**src/design/sfe_pkg.sv**
```systemverilog
// ----------------------------------------------------------------------------
// sfe_pkg: shared constants, types and coefficient tables
// Frame and transform sizes, fixed-point helpers, and the Hann and twiddle
// tables, which are computed at elaboration time.
// ----------------------------------------------------------------------------
package sfe_pkg;

  localparam int FRAME_LEN = 64;
  localparam int FFT_LEN   = 64;
  localparam int NUM_BINS  = FFT_LEN / 2 + 1;
  localparam int WIN_AW    = $clog2(FRAME_LEN);
  localparam int FFT_AW    = $clog2(FFT_LEN);
  localparam int BIN_W     = 6;
  localparam int CNT_W     = 11;
  localparam int MUL_W     = 25;
  localparam int PROD_W    = 2 * MUL_W;
  localparam int ACC_W     = 32 + FFT_AW;
  localparam int POW_W     = 48;

  localparam logic [1:0] REG_GAIN  = 2'd0;
  localparam logic [1:0] REG_PREEM = 2'd1;
  localparam logic [1:0] REG_HOP   = 2'd2;

  localparam longint HALF_PI_Q30 = 64'sd1686629713;

  typedef logic signed [15:0] coef_t;
  typedef coef_t win_tab_t [FRAME_LEN];
  typedef coef_t fft_tab_t [FFT_LEN];

  // Quotient rounded toward zero, by shift and subtract on the magnitude.
  function automatic longint trunc_div(longint num, longint den);
    longint mag;
    longint q;
    longint rem;
    bit     neg;
    neg = (num < 0);
    mag = neg ? -num : num;
    q   = 0;
    rem = 0;
    for (int b = 62; b >= 0; b--) begin
      rem = (rem <<< 1) | ((mag >>> b) & 64'sd1);
      q   = q <<< 1;
      if (rem >= den) begin
        rem = rem - den;
        q   = q | 64'sd1;
      end
    end
    return neg ? -q : q;
  endfunction

  // Taylor series in Q30: cos up to the x^14 term, sin up to the x^13 term.
  function automatic longint series_q30(longint x, bit odd);
    longint x2;
    longint term;
    longint sum;
    longint n;
    x2   = (x * x) >>> 30;
    term = odd ? x : (64'sd1 <<< 30);
    sum  = term;
    n    = odd ? 64'sd1 : 64'sd0;
    for (int j = 0; j < 7; j++) begin
      if (n < 13) begin
        term = -trunc_div(trunc_div(term * x2, 64'sd1 <<< 30), (n + 1) * (n + 2));
        sum  = sum + term;
        n    = n + 2;
      end
    end
    return sum;
  endfunction

  function automatic longint cos_q30(logic [31:0] phase);
    longint x;
    x = (longint'(phase[29:0]) * HALF_PI_Q30) >>> 30;
    case (phase[31:30])
      2'd0:    return series_q30(x, 1'b0);
      2'd1:    return -series_q30(x, 1'b1);
      2'd2:    return -series_q30(x, 1'b0);
      default: return series_q30(x, 1'b1);
    endcase
  endfunction

  function automatic coef_t q30_to_q15(longint v);
    longint r;
    r = (v + (64'sd1 <<< 14)) >>> 15;
    if (r > 32767)  return 16'sh7FFF;
    if (r < -32768) return 16'sh8000;
    return coef_t'(r);
  endfunction

  // The frame length is a power of two, so the phase step is a shift. One
  // minus the cosine is never negative, so halving is a shift as well.
  function automatic win_tab_t mk_hann();
    win_tab_t t;
    longint ph;
    for (int i = 0; i < FRAME_LEN; i++) begin
      ph   = (longint'(2 * i + 1)) <<< (31 - WIN_AW);
      t[i] = q30_to_q15(((64'sd1 <<< 30) - cos_q30(ph[31:0])) >>> 1);
    end
    return t;
  endfunction

  function automatic fft_tab_t mk_tw(bit sine);
    fft_tab_t t;
    longint ph;
    logic [31:0] p32;
    for (int i = 0; i < FFT_LEN; i++) begin
      ph  = longint'(i) <<< (32 - FFT_AW);
      p32 = ph[31:0];
      if (sine) p32 = p32 - 32'h4000_0000;
      t[i] = q30_to_q15(cos_q30(p32));
    end
    return t;
  endfunction

  localparam win_tab_t HANN   = mk_hann();
  localparam fft_tab_t TW_COS = mk_tw(1'b0);
  localparam fft_tab_t TW_SIN = mk_tw(1'b1);

endpackage

```
**src/design/sfe_mul.sv**
```systemverilog
// ----------------------------------------------------------------------------
// sfe_mul: shared signed multiplier
// One registered signed product per cycle, used by every multiplying step of the sequencer.
// ----------------------------------------------------------------------------
module sfe_mul
  import sfe_pkg::*;
(
  input  logic                     clk,
  input  logic signed [MUL_W-1:0]  a,
  input  logic signed [MUL_W-1:0]  b,
  output logic signed [PROD_W-1:0] p_r
);

  logic signed [PROD_W-1:0] p_nxt;

  assign p_nxt = PROD_W'(a) * PROD_W'(b);

  always_ff @(posedge clk) begin
    p_r <= p_nxt;
  end

endmodule

```
**config.mk**
```make
export PLATFORM = sky130hd
export DESIGN_NAME = sfe_mul
export DESIGN_NICKNAME = d
export VERILOG_FILES = /design/src/design/sfe_pkg.sv /design/src/design/sfe_mul.sv
export SDC_FILE = /design/constraint.sdc
export NUM_CORES = 2
export LEC_CHECK = 0
export ABC_CLOCK_PERIOD_IN_PS = 11000
export BUFFER_PORTS_ARGS = -buffer_cell sky130_fd_sc_hd__buf_2
export CORE_MARGIN = 2
export CORE_UTILIZATION = 60
export CTS_CLUSTER_SIZE = 12
export DETAILED_ROUTE_END_ITERATION = 6
export PLACE_DENSITY = 0.88
export SETUP_SLACK_MARGIN = 0.3
export SKIP_LAST_GASP = 1
export SYNTH_ARGS = -nofsm -noshare
export SYNTH_HDL_FRONTEND = slang
export SYNTH_SLANG_ARGS = --single-unit
```
**constraint.sdc**
```tcl
create_clock -name clk -period 11 [get_ports clk]
set_input_delay 1.1 -clock clk [delete_from_list [all_inputs] [get_ports clk]]
set_output_delay 1.1 -clock clk [all_outputs]
set_load 0.03 [all_outputs]
```
==> out/results.ini <==
[global_routing]
antenna_found_initial=1
grtUsageMet1=0.348
grt_max_degree=27
grtUsageTotal=0.305
grt_pass1_wl_mm=99.3
globalRoute.totalOverflow=0
busiest_layer=met2
grt.met2_usage=0.530
grt_pass1_vias=20300
met3_usage=0.0485

[sta]
report.final.slew_viol_count=0
max-slew-margin-rel=0.284
setup_viol=0
fmax_mhz=117
setup_tns_ns=0
rsz0062_at_grt=false
worst_pin_slew_ns=1.07
finalCritPeriodShare=0.775
period_needed_ns=8.52
hold_viol_final=0

[critical_path]
critPathLaunchType=primary input
cp.arrival_ns=8.71
end_kind=flop
path_class=in2reg
cp.required_ns=11.19
crit_fanout=25

[hold_path]
worstHoldPathType=in2reg

[synthesis]
avgSynthCellArea_um2=9.38
yosys_warnings=0
synth-async-reset-ratio=0
synth_nets=3434
synth-seq-cells=50
synth_cell_types=59
synthesis.area_um2=24200
synth_edf_count=0
synth_seq_area_share=0.0413
synthCells=2584
synth_top_flop_cell=dfxtp_1

[layout]
final_common_cell=inv_1
top_regs=p_r: 50 flops
synthToLayoutAreaGrowth_pct=3.75
layout.nets=3433
fillers=3074
regMostFlops=p_r
drive_gt1_frac=0.0530
largest_reg_flops=50
layout_common_cells=704 x inv_1, 658 x fa_1, 319 x and2_1, 313 x nand2_1, 141 x ha_1

[detailed_routing]
dr_total_vias=17600
drtIter0Drc=1328
drc=0
first_pass_iters=5
routed_wl_mm=59.4
antenna_left=0
routedWlPerCell_um=19.1
via_per_inst=5.67

[placement]
gp_congestion=0.959
port_buffers=100
dp_hpwl_mm=48.8

[status]
status=complete, no violations

[clocking]
cts-resized-gates=0
clockBufferDepth=2
cts_sinks=50
postCtsHoldBufs=0
postCtsSetupBuffers=0
h-tree-depth=2
cts_tree=built
cts_made_buffers=5
cts-root-buf=clkbuf_16
clk_pin_slew_ns=0.08

[floorplanning]
dieArea_um2=42000
num_io_pins=101
initial_core_util=0.609
die_w_um=205
core-area_um2=39800
fp.dieH_um=205
rows=73

[run]
max-cap-violations=0

## through the flow
step | hold WS (ns) | setup WS, ns | util | area [um^2] | std cells
final | 1.30 | 2.48 | 0.632 | 25200 | 3110
after global routing | 1.32 | 2.02 | 0.632 | 25200 | 3110
after CTS | 1.29 | 2.48 | 0.632 | 25200 | 3109
after detailed placement | 1.54 | 2.20 | 0.628 | 25000 | 3101
after global placement | 1.54 | 2.37 | 0.628 | 25000 | 3101
after floorplan | 1.23 | 3.00 | - | 24200 | 2584
## synth_stat cells (5+ instances only)
library cell | instances | area share
inv_1 | 704 | 0.11
fa_1 | 658 | 0.54
and2_1 | 319 | 0.082
nand2_1 | 313 | 0.048
ha_1 | 141 | 0.073
clkbuf_1 | 108 | 0.017
a21oi_1 | 50 | 0.010
dfxtp_1 | 50 | 0.041
xnor2_1 | 38 | 0.014
nor2_1 | 22 | 0.0034
nor2b_1 | 19 | 0.0049
xor2_1 | 19 | 0.0069
a21o_1 | 18 | 0.0056
o21ai_0 | 17 | 0.0035
o21bai_1 | 9 | 0.0028
nand2b_1 | 8 | 0.0021
nand3_1 | 7 | 0.0014
a31oi_1 | 6 | 0.0015
nand4_1 | 6 | 0.0015
nor3_1 | 6 | 0.0012
o211ai_1 | 5 | 0.0015
## path summary, 6_finish.rpt
| check | cells after the start | startpoint | end | slack [ns] |
|---|---|---|---|---|
| max | 23 | a[24] | p_r[47]$_DFF_P_ | 2.48 |
| min | 2 | b[0] | p_r[0]$_DFF_P_ | 1.30 |
## cell type report
cell class                 instances  area [um^2]  area share
tap                              525          657      0.0261
antenna                            1         2.50   0.0000995
inverter                         704         2640       0.105
timing repair buffer             100          500      0.0199
sequential                        50         1000      0.0398
clock buffer                       5          125     0.00497
clock inverter                     3         28.8     0.00114
multi-input combinational       1722        20200       0.803
## kinds of logic (layout without fill, tap and decap cells)
group | count (synthesis) | count (layout) | share of synthesized area
buffers and inverters | 812 | 812 | 0.126
adders and majority gates | 799 | 799 | 0.616
and+or+nand+nor | 714 | 714 | 0.151
AOI/OAI and AO/OA | 151 | 151 | 0.0453
xor gates and xnor gates | 57 | 57 | 0.0206
DFF | 50 | 50 | 0.0413
muxes | 1 | 1 | 0.000464
other | 0 | 1 | 0
## routing by layer
metal  vias up  wire [um]
met2       960      31100
met5         -          0
met1      8972      19500
met3       338       4360
met4         0       4440
li1       7361          -
## worst max-delay path, stage by stage
cell	delay, ns
buf_2	0.27
nand2_1	0.19
inv_1	0.10
fa_1	0.67
inv_1	0.13
fa_1	0.77
inv_1	0.16
fa_1	0.88
inv_1	0.19
fa_1	0.52
fa_1	0.58
fa_1	0.43
fa_1	0.49
inv_1	0.04
ha_1	0.42
nand4_1	0.26
nor3_2	0.34
and3_1	0.26
a211oi_4	0.07
o32ai_2	0.41
nor3_1	0.12
o21ai_1	0.16
o2111ai_1	0.13
Power is not shown: default switching activity piles up to over one toggle a cycle in this logic, so the estimate is an artifact.
